[src/hdl/pds_pkg.sv]
`timescale 1ns / 1ps
// ----------------------------------------------------------------------------
// pds_pkg: shared types and constants of the periodic derivative stencil
// Widths of the sample, weight and scale paths, register indexes, the
// sequencer states and the datapath command set.
// ----------------------------------------------------------------------------
package pds_pkg;

    // field widths
    localparam int SAMPLE_W   = 32;
    localparam int WEIGHT_W   = 24;
    localparam int SCALE_W    = 32;
    localparam int LEN_W      = 13;
    localparam int POS_W      = 12;
    localparam int CFG_IDX_W  = 3;
    localparam int CFG_DATA_W = 32;

    // sample store: seven recent samples followed by the six head samples
    localparam int WIN_D   = 7;
    localparam int HEAD_D  = 6;
    localparam int STORE_D = WIN_D + HEAD_D;

    // line length limits
    localparam int MIN_LENGTH     = 7;
    localparam int MAX_LENGTH_DEF = 4096;

    // results of a line end: the centre, positions N-3..N-1, then 0, 1, 2
    localparam int WRAP_RESULTS = 7;
    localparam int HEAD_RESULTS = 3;
    localparam int LEFT_W       = 3;

    // datapath widths
    localparam int DIFF_W      = SAMPLE_W + 1;
    localparam int MA_W        = DIFF_W + 1;
    localparam int MB_W        = SCALE_W + 1;
    localparam int PROD_W      = MA_W + MB_W;
    localparam int ACC_W       = 59;
    localparam int MAG_W       = ACC_W - 1;
    localparam int LO_W        = 32;
    localparam int HI_W        = MAG_W - LO_W;
    localparam int HIP_W       = HI_W + SCALE_W;
    localparam int RND_BIT     = 37;
    localparam int FINAL_SHIFT = 6;
    localparam int RMAG_W      = HIP_W + 1 - FINAL_SHIFT;

    // reset values
    localparam logic [SCALE_W-1:0] INV_SPACING_RST = SCALE_W'(65536);
    localparam logic [LEN_W-1:0]   LINE_LENGTH_RST = LEN_W'(64);

    // register indexes
    localparam logic [CFG_IDX_W-1:0] CFG_WEIGHT_NEAR = 3'd0;
    localparam logic [CFG_IDX_W-1:0] CFG_WEIGHT_MID  = 3'd1;
    localparam logic [CFG_IDX_W-1:0] CFG_WEIGHT_FAR  = 3'd2;
    localparam logic [CFG_IDX_W-1:0] CFG_INV_SPACING = 3'd3;
    localparam logic [CFG_IDX_W-1:0] CFG_LINE_LENGTH = 3'd4;

    typedef enum logic [3:0] {
        S_IDLE,
        S_DIFF,
        S_W0,
        S_W1,
        S_W2,
        S_SUM,
        S_MAG,
        S_LO,
        S_HI,
        S_RND,
        S_OUT
    } t_state;

    typedef enum logic [2:0] {
        DP_NOP,
        DP_MUL_FIRST,
        DP_MUL_ACC,
        DP_ACC,
        DP_MAG,
        DP_MUL_LO,
        DP_MUL_HI,
        DP_ROUND
    } t_dp_cmd;

    typedef struct packed {
        t_dp_cmd cmd;
    } t_dp_ctrl;

endpackage

[src/hdl/periodic_derivative_stencil_unit.sv]
`timescale 1ns / 1ps
// ----------------------------------------------------------------------------
// periodic_derivative_stencil_unit: sixth-order periodic stencil right-hand side
// Streams one grid line, keeps a seven-sample window and the first six samples,
// and emits inv_spacing * sum of weighted centred differences per position.
//
//  channel   signals                                         direction
//  sample    i_sample_valid / o_sample_ready, i_sample         in
//  result    o_result_valid / i_result_ready, o_derivative,    out
//            o_position, o_line_done
//  config    i_cfg_we, i_cfg_index, i_cfg_data                  in, write only
//
//  A sample that yields no result frees the block at once; one that yields
//  results holds it until its last result is registered. Each result steps
//  the shared multiplier through three weighted differences, two scale partial
//  products, round and saturate; a mid-line sample yields one, a line's last seven.
//  Reset is synchronous, active low; no clearing pass is needed.
//  A stalled result register holds the sequencer in its final step only.
// ----------------------------------------------------------------------------
module periodic_derivative_stencil_unit import pds_pkg::*; #(
    parameter int MAX_LENGTH = MAX_LENGTH_DEF
) (
    input  logic                        i_clk,
    input  logic                        i_rst_n,
    input  logic                        i_cfg_we,
    input  logic [CFG_IDX_W-1:0]        i_cfg_index,
    input  logic [CFG_DATA_W-1:0]       i_cfg_data,
    input  logic                        i_sample_valid,
    output logic                        o_sample_ready,
    input  logic signed [SAMPLE_W-1:0]  i_sample,
    output logic                        o_result_valid,
    input  logic                        i_result_ready,
    output logic signed [SAMPLE_W-1:0]  o_derivative,
    output logic [POS_W-1:0]            o_position,
    output logic                        o_line_done
);

    localparam int CntW = $clog2(MAX_LENGTH);
    localparam int EffW = (CntW + 1 > LEN_W) ? CntW + 1 : LEN_W;

    // configuration registers
    logic signed [WEIGHT_W-1:0] r_weight_near;
    logic signed [WEIGHT_W-1:0] r_weight_mid;
    logic signed [WEIGHT_W-1:0] r_weight_far;
    logic [SCALE_W-1:0]         r_inv_spacing;
    logic [LEN_W-1:0]           r_line_length;

    // control state
    t_state                     r_state, n_state;
    logic [CntW-1:0]            r_cnt;
    logic [LEFT_W-1:0]          r_left;
    logic                       r_wrap;
    logic                       r_out_valid;

    // payload
    logic [SAMPLE_W-1:0]        r_win [STORE_D];
    logic signed [DIFF_W-1:0]   r_diff;
    logic [POS_W-1:0]           r_pos;
    logic [SAMPLE_W-1:0]        r_out_deriv;
    logic [POS_W-1:0]           r_out_pos;
    logic                       r_out_done;

    logic                       accept;
    logic                       out_free;
    logic                       emit;
    logic [EffW-1:0]            len_ext;
    logic [EffW-1:0]            len_eff;
    logic [EffW-1:0]            cnt_next;
    logic                       is_last;
    logic [SAMPLE_W-1:0]        tap_hi;
    logic [SAMPLE_W-1:0]        tap_lo;
    logic signed [DIFF_W-1:0]   diff;
    logic signed [WEIGHT_W-1:0] weight_sel;
    logic [SAMPLE_W-1:0]        dp_result;
    t_dp_ctrl                   dp_ctrl;

    assign o_sample_ready = (r_state == S_IDLE);
    assign accept         = i_sample_valid && o_sample_ready;
    assign out_free       = !r_out_valid || i_result_ready;
    assign emit           = (r_state == S_OUT) && out_free;

    assign o_result_valid = r_out_valid;
    assign o_derivative   = r_out_deriv;
    assign o_position     = r_out_pos;
    assign o_line_done    = r_out_done;

    // length in force, clamped, and end-of-line detect
    always_comb begin
        len_ext = EffW'(r_line_length);
        if (len_ext < EffW'(MIN_LENGTH)) begin
            len_eff = EffW'(MIN_LENGTH);
        end else if (len_ext > EffW'(MAX_LENGTH)) begin
            len_eff = EffW'(MAX_LENGTH);
        end else begin
            len_eff = len_ext;
        end
        cnt_next = EffW'(r_cnt) + EffW'(1);
        is_last  = (cnt_next >= len_eff);
    end

    // configuration writes
    always_ff @(posedge i_clk) begin
        if (!i_rst_n) begin
            r_weight_near <= '0;
            r_weight_mid  <= '0;
            r_weight_far  <= '0;
            r_inv_spacing <= INV_SPACING_RST;
            r_line_length <= LINE_LENGTH_RST;
        end else if (i_cfg_we) begin
            unique case (i_cfg_index)
                CFG_WEIGHT_NEAR: r_weight_near <= i_cfg_data[WEIGHT_W-1:0];
                CFG_WEIGHT_MID:  r_weight_mid  <= i_cfg_data[WEIGHT_W-1:0];
                CFG_WEIGHT_FAR:  r_weight_far  <= i_cfg_data[WEIGHT_W-1:0];
                CFG_INV_SPACING: r_inv_spacing <= i_cfg_data[SCALE_W-1:0];
                CFG_LINE_LENGTH: r_line_length <= i_cfg_data[LEN_W-1:0];
                default: ;
            endcase
        end
    end

    // difference taps around the window centre and weight select
    always_comb begin
        case (r_state)
            S_W0: begin
                tap_hi = r_win[5];
                tap_lo = r_win[1];
            end
            S_W1: begin
                tap_hi = r_win[6];
                tap_lo = r_win[0];
            end
            default: begin
                tap_hi = r_win[4];
                tap_lo = r_win[2];
            end
        endcase
        diff = $signed({tap_hi[SAMPLE_W-1], tap_hi}) - $signed({tap_lo[SAMPLE_W-1], tap_lo});
        case (r_state)
            S_W1:    weight_sel = r_weight_mid;
            S_W2:    weight_sel = r_weight_far;
            default: weight_sel = r_weight_near;
        endcase
    end

    // state register
    always_ff @(posedge i_clk) begin
        if (!i_rst_n) begin
            r_state <= S_IDLE;
        end else begin
            r_state <= n_state;
        end
    end

    // sequencer: next state and datapath command
    always_comb begin
        n_state     = r_state;
        dp_ctrl.cmd = DP_NOP;
        unique case (r_state)
            S_IDLE: begin
                if (accept && (is_last || r_cnt >= CntW'(HEAD_D))) begin
                    n_state = S_DIFF;
                end
            end
            S_DIFF: n_state = S_W0;
            S_W0: begin
                dp_ctrl.cmd = DP_MUL_FIRST;
                n_state     = S_W1;
            end
            S_W1: begin
                dp_ctrl.cmd = DP_MUL_ACC;
                n_state     = S_W2;
            end
            S_W2: begin
                dp_ctrl.cmd = DP_MUL_ACC;
                n_state     = S_SUM;
            end
            S_SUM: begin
                dp_ctrl.cmd = DP_ACC;
                n_state     = S_MAG;
            end
            S_MAG: begin
                dp_ctrl.cmd = DP_MAG;
                n_state     = S_LO;
            end
            S_LO: begin
                dp_ctrl.cmd = DP_MUL_LO;
                n_state     = S_HI;
            end
            S_HI: begin
                dp_ctrl.cmd = DP_MUL_HI;
                n_state     = S_RND;
            end
            S_RND: begin
                dp_ctrl.cmd = DP_ROUND;
                n_state     = S_OUT;
            end
            S_OUT: begin
                if (out_free) begin
                    n_state = (r_left == LEFT_W'(1)) ? S_IDLE : S_DIFF;
                end
            end
            default: n_state = S_IDLE;
        endcase
    end

    // line count, result count and output valid
    always_ff @(posedge i_clk) begin
        if (!i_rst_n) begin
            r_cnt       <= '0;
            r_left      <= '0;
            r_wrap      <= 1'b0;
            r_out_valid <= 1'b0;
        end else begin
            if (accept) begin
                r_cnt  <= is_last ? '0 : r_cnt + CntW'(1);
                r_wrap <= is_last;
                r_left <= is_last ? LEFT_W'(WRAP_RESULTS) : LEFT_W'(1);
            end else if (emit) begin
                r_left <= r_left - LEFT_W'(1);
            end
            if (emit) begin
                r_out_valid <= 1'b1;
            end else if (i_result_ready) begin
                r_out_valid <= 1'b0;
            end
        end
    end

    // sample store, positions and result register
    always_ff @(posedge i_clk) begin
        r_diff <= diff;
        if (accept) begin
            for (int i = 0; i < WIN_D - 1; i++) begin
                r_win[i] <= r_win[i+1];
            end
            r_win[WIN_D-1] <= i_sample;
            for (int j = 0; j < HEAD_D; j++) begin
                if (r_cnt == CntW'(j)) begin
                    r_win[WIN_D+j] <= i_sample;
                end
            end
            r_pos <= POS_W'(r_cnt) - POS_W'(HEAD_RESULTS);
        end else if (emit) begin
            // line end: slide the whole store so the next centre is at a fixed tap
            if (r_wrap && r_left != LEFT_W'(1)) begin
                for (int i = 0; i < STORE_D - 1; i++) begin
                    r_win[i] <= r_win[i+1];
                end
            end
            r_pos <= (r_left == LEFT_W'(HEAD_RESULTS + 1)) ? '0 : r_pos + POS_W'(1);
        end
        if (emit) begin
            r_out_deriv <= dp_result;
            r_out_pos   <= r_pos;
            r_out_done  <= r_wrap && (r_left == LEFT_W'(1));
        end
    end

    pds_datapath u_datapath (
        .i_clk    (i_clk),
        .i_ctrl   (dp_ctrl),
        .i_diff   (r_diff),
        .i_weight (weight_sel),
        .i_scale  (r_inv_spacing),
        .o_result (dp_result)
    );

    // checks
    a_busy_has_work: assert property (@(posedge i_clk) disable iff (!i_rst_n)
        (r_state != S_IDLE) |-> (r_left != '0))
        else $error("sequencer busy with no result pending");

    a_single_result: assert property (@(posedge i_clk) disable iff (!i_rst_n)
        (r_state != S_IDLE && !r_wrap) |-> (r_left == LEFT_W'(1)))
        else $error("mid-line sample with more than one result");

    a_wrap_count: assert property (@(posedge i_clk) disable iff (!i_rst_n)
        (r_state != S_IDLE && r_wrap) |-> (r_cnt == '0))
        else $error("line count not restarted at line end");

    a_done_position: assert property (@(posedge i_clk) disable iff (!i_rst_n)
        (o_result_valid && o_line_done) |-> (o_position == POS_W'(HEAD_RESULTS - 1)))
        else $error("line end marked on a wrong position");

    a_out_stall: assert property (@(posedge i_clk) disable iff (!i_rst_n)
        (r_state == S_OUT && r_out_valid && !i_result_ready) |=> (r_state == S_OUT))
        else $error("result overwritten while stalled");

endmodule

[src/hdl/pds_datapath.sv]
`timescale 1ns / 1ps
// ----------------------------------------------------------------------------
// pds_datapath: shared multiplier, accumulator, scaling and saturation
// One 34x33 signed multiplier serves the three weighted differences and the
// two partial products of the spacing scale, stepped by the sequencer.
// ----------------------------------------------------------------------------
module pds_datapath import pds_pkg::*; (
    input  logic                        i_clk,
    input  t_dp_ctrl                    i_ctrl,
    input  logic signed [DIFF_W-1:0]    i_diff,
    input  logic signed [WEIGHT_W-1:0]  i_weight,
    input  logic [SCALE_W-1:0]          i_scale,
    output logic [SAMPLE_W-1:0]         o_result
);

    localparam logic [2*LO_W:0]    RndBias  = (2*LO_W+1)'(1) << RND_BIT;
    localparam logic [SAMPLE_W-1:0] SatPos  = {1'b0, {(SAMPLE_W-1){1'b1}}};
    localparam logic [SAMPLE_W-1:0] SatNeg  = {1'b1, {(SAMPLE_W-1){1'b0}}};

    logic signed [MA_W-1:0]   mul_a;
    logic signed [MB_W-1:0]   mul_b;
    logic signed [PROD_W-1:0] mul_p;
    logic [2*LO_W:0]          lo_rnd;
    logic [HIP_W:0]           round_q;

    logic signed [PROD_W-1:0] r_prod;
    logic signed [ACC_W-1:0]  r_acc;
    logic [MAG_W-1:0]         r_mag;
    logic                     r_neg;
    logic [2*LO_W-1:0]        r_lo;
    logic [RMAG_W-1:0]        r_rmag;

    // operand select for the shared multiplier
    always_comb begin
        mul_a = {{(MA_W-DIFF_W){i_diff[DIFF_W-1]}}, i_diff};
        mul_b = {{(MB_W-WEIGHT_W){i_weight[WEIGHT_W-1]}}, i_weight};
        case (i_ctrl.cmd)
            DP_MUL_LO: begin
                mul_a = {{(MA_W-LO_W){1'b0}}, r_mag[LO_W-1:0]};
                mul_b = {1'b0, i_scale};
            end
            DP_MUL_HI: begin
                mul_a = {{(MA_W-HI_W){1'b0}}, r_mag[MAG_W-1:LO_W]};
                mul_b = {1'b0, i_scale};
            end
            default: ;
        endcase
        mul_p = mul_a * mul_b;
    end

    // rounding: (hi<<32 + lo + 2^37) >> 38, half away from zero on magnitude
    always_comb begin
        lo_rnd  = {1'b0, r_lo} + RndBias;
        round_q = (HIP_W+1)'(r_prod[HIP_W-1:0]) + (HIP_W+1)'(lo_rnd[2*LO_W:LO_W]);
    end

    // datapath registers
    always_ff @(posedge i_clk) begin
        unique case (i_ctrl.cmd)
            DP_MUL_FIRST: begin
                r_prod <= mul_p;
                r_acc  <= '0;
            end
            DP_MUL_ACC: begin
                r_prod <= mul_p;
                r_acc  <= r_acc + ACC_W'(r_prod);
            end
            DP_ACC: begin
                r_acc <= r_acc + ACC_W'(r_prod);
            end
            DP_MAG: begin
                r_neg <= r_acc[ACC_W-1];
                r_mag <= r_acc[ACC_W-1] ? MAG_W'(-r_acc) : MAG_W'(r_acc);
            end
            DP_MUL_LO: begin
                r_prod <= mul_p;
            end
            DP_MUL_HI: begin
                r_prod <= mul_p;
                r_lo   <= r_prod[2*LO_W-1:0];
            end
            DP_ROUND: begin
                r_rmag <= round_q[HIP_W:FINAL_SHIFT];
            end
            default: ;
        endcase
    end

    // saturate and restore the sign
    always_comb begin
        if (!r_neg) begin
            o_result = (r_rmag > RMAG_W'(SatPos)) ? SatPos : r_rmag[SAMPLE_W-1:0];
        end else begin
            o_result = (r_rmag > RMAG_W'(SatNeg)) ? SatNeg
                     : SAMPLE_W'(0) - r_rmag[SAMPLE_W-1:0];
        end
    end

endmodule
[config.mk]
export PLATFORM = sky130hd
export DESIGN_NAME = periodic_derivative_stencil_unit
export DESIGN_NICKNAME = d
export VERILOG_FILES = /design/src/hdl/pds_pkg.sv /design/src/hdl/periodic_derivative_stencil_unit.sv /design/src/hdl/pds_datapath.sv
export SDC_FILE = /design/constraint.sdc
export NUM_CORES = 2
export LEC_CHECK = 0
export ABC_AREA = 1
export BUFFER_PORTS_ARGS = -buffer_cell sky130_fd_sc_hd__buf_2
export CAP_MARGIN = 20
export CORE_MARGIN = 2
export CORE_UTILIZATION = 55
export CTS_CLUSTER_SIZE = 20
export DETAILED_ROUTE_END_ITERATION = 6
export PLACE_DENSITY = 0.71
export SLEW_MARGIN = 0
export SYNTH_ARGS = -nofsm -noshare
export SYNTH_HDL_FRONTEND = slang
export SYNTH_SLANG_ARGS = --single-unit
[constraint.sdc]
create_clock -name i_clk -period 13.8 [get_ports i_clk]
set_input_delay 3.45 -clock i_clk [delete_from_list [all_inputs] [get_ports i_clk]]
set_output_delay 3.45 -clock i_clk [all_outputs]
set_load 0.1 [all_outputs]
==> flow_summary.ini <==
[setup_path]
max_stage_delay_ns = 0.61
cp-start-kind = flip-flop
regToRegEndpoint = u_datapath.r_prod[44]$_DFFE_PP_
crit_family = adder cells
startpoint = r_state[2]$_SDFFE_PN0P_
critical_path_arrival_ns = 12.08
r2r_start = r_state[2]$_SDFFE_PN0P_
path_buf_inv = 9
crit_fanout = 46
worst-setup-path-type = reg -> reg
r2r_setup_slack_ns = 2.10
worstPathRequired_ns = 14.18
reg2reg_depth = 34
crit_path_end_kind = flip-flop
cp_slowest_cell = fa_1
crit_top_cell = fa_1

[clock_network]
clk_pin_slew_ns = 0.06
clk_latency_ns = 0.77
post_cts_buffers = 0
root_buffer = clkbuf_16
cts_resized = 0
cts_tree = built
clk_path_buf_depth = 3
cts_sinks = 911
ctsHtreeMaxLevel = 3
postCtsHoldBufs = 0
cts_buffers = 99

[finish]
syn2layout_area_growth_pct = 6.52
nNetsFinal = 12100
fill_cells = 14200
final_area_mm2 = 0.0935
drive_above_1_share_pct = 4.61

[synthesis]
async_reset_ff_share_pct = 0
avgSynthCellArea_um2 = 8.36
synth_nets = 12100
ys_seq_area_share_pct = 29.2
yosysUniqueCellTypes = 52
ys_warn_count = 0
netlist_area_mm2 = 0.0877
synth_edf_count = 740
synth_ff_type = edfxtp_1
synth_seq_cells = 911
syn_inst = 10500

[grt]
grt_pass1_vias = 70900
grt_max_degree = 183
grt_use_total_pct = 34.1
antenna_found_initial = 9
overflow = 0
grt_pass1_wl_mm = 421

[placed_design]
io_buffers = 118
hpwl_mm = 218
dpl-instance-area_mm2 = 0.0903
place_congestion = 1.01

[die]
dieArea_mm2 = 0.163
coreArea_mm2 = 0.158
fp.dieH_um = 403
ios = 119
start_util_pct = 55.4
rows = 146
fp.dieW_um = 403

[route]
drc = 5
wire_per_inst_um = 21.8
finalWirelength_mm = 275
drtAntennaViolNets = 0
vias = 69600
drt_pass1_iterations = 7
drtIter0Drc = 6436
via_per_inst = 5.50

[sta]
final_max_slew_viol_count = 0
tightest_slew_ns = 1.06
hold_violations = 0
skew_ns = 0.124
period_share_pct = 84.8
rsz0062_at_grt = false
min_period_ns = 11.70
fmaxAchievable_ghz = 0.0855
timing.slew.headroom_pct = 29.3
setup_viol_count_final = 0
final.setup.tns_ns = 0

[outcome]
violations = design-rule violations
status = complete, but fails checks

[power]
powerDensity_mw_per_mm2 = 198
ir_worst_vdd_v = 0.000165
leakage_nw = 47.5

[min_path]
whs_path_depth = 0
hold_end = u_datapath.r_lo[60]$_DFFE_PN_
min-delay-start = u_datapath.r_prod[60]$_DFFE_PP_
worstHoldPathType = reg -> reg

[flow_run]
cap_violations = 0
-- flip-flops by register name, indices dropped and copies added, names as in the netlist, 12 cells and up --
| name | flops |
|---|---|
| r_win | 416 |
| r_weight_near | 24 |
| r_pos | 12 |
| r_cnt | 12 |
| o_derivative | 32 |
| u_datapath.r_prod | 64 |
| r_inv_spacing | 32 |
| o_position | 12 |
| r_diff | 33 |
| u_datapath.r_mag | 58 |
| r_weight_far | 24 |
| len_ext | 13 |
| u_datapath.r_acc | 59 |
| u_datapath.r_lo | 32 |
| r_weight_mid | 24 |
| u_datapath.r_rmag | 53 |
-- cell usage in the layout (no fill, tap or decap), drive strengths merged, types with 171 or more instances in the layout --
cell type,n
nand3,287
fa,1127
xor2,176
a21oi,387
nor2,925
nand2,2308
dfxtp,171
inv,2531
ha,363
o21ai,617
edfxtp,740
buf,226
-- synth_stat cells (all sizes together) (31+ instances only) --
cell | instances | area, um2
a21o | 31 | 233
a21oi | 387 | 1940
buf | 211 | 1150
clkbuf | 119 | 447
dfxtp | 171 | 3420
edfxtp | 740 | 22200
fa | 1127 | 22600
ha | 363 | 4540
inv | 2528 | 9490
nand2 | 2308 | 8680
nand3 | 287 | 1450
nand4 | 71 | 444
nor2 | 925 | 3480
nor3 | 98 | 495
o21ai | 617 | 3180
o221ai | 31 | 272
o22ai | 44 | 275
or2 | 58 | 363
xnor2 | 42 | 368
xor2 | 176 | 1540
-- report_power, final --
part | switching (mW) | internal (mW) | leakage (nW)
clock network | 1.18 | 1.45 | 1.50
registers | 0.550 | 3.91 | 8.27
logic | 7.95 | 3.49 | 37.7
total | 9.68 | 8.85 | 47.5
-- per-layer routing --
layer	vias up	share of wire, %	GRT usage [%]
li1	32000	-	-
met1	34000	40	44.9
met2	3026	47	55.8
met3	582	8.4	6.79
met4	6	4.2	12.9
met5	-	0.035	0.327
-- how the worst max path moves through the flow --
stage                                            endpoint  slack (ns)  cells past startpoint
final                     u_datapath.r_prod[44]$_DFFE_PP_        2.10                     34
after CTS                 u_datapath.r_prod[44]$_DFFE_PP_        2.31                     36
after global routing      u_datapath.r_prod[44]$_DFFE_PP_        1.91                     36
after floorplan                     r_win[0][0]$_DFFE_PP_        3.19                      8
after detailed placement  u_datapath.r_prod[44]$_DFFE_PP_        2.40                     36
after global placement    u_datapath.r_prod[44]$_DFFE_PP_        2.47                     34
-- cells by family after synthesis --
group                      Yosys count  share of synthesized area (%)
xor gates and xnor gates           218                           2.18
DFF                                911                           29.2
adders and majority gates         1490                           30.9
buffers and inverters             2862                           12.6
and+or+nand+nor                   3790                           17.3
AOI/OAI and AO/OA                 1228                           7.75
-- through the flow --
stage                     cells  util, %  total power, mW  hold WS (ns)  worst slack (ns)
after global routing      12600     59.0             19.9         0.412              1.91
final                     12600     59.0             18.5         0.394              2.10
after detailed placement  12500     57.0             15.8         0.405              2.40
after floorplan           10500        -             11.6         0.400              3.19
after global placement    12500     57.0             15.7         0.400              2.47
after CTS                 12600     59.0             18.5         0.385              2.31
-- layout make-up --
cell class              instances  area, um2  share of cell area, %
multi-input cells            6726      51100                   54.7
flip-flops and latches        911      25600                   27.4
inverters                    2532       9500                   10.2
clock buffers                 128       2630                   2.81
well taps                    2072       2590                   2.77
repair buffers                226       1430                   1.53
clock inverters                49        548                  0.586
diodes                          5       12.5                 0.0134
Power figures use the tool's default switching activity.
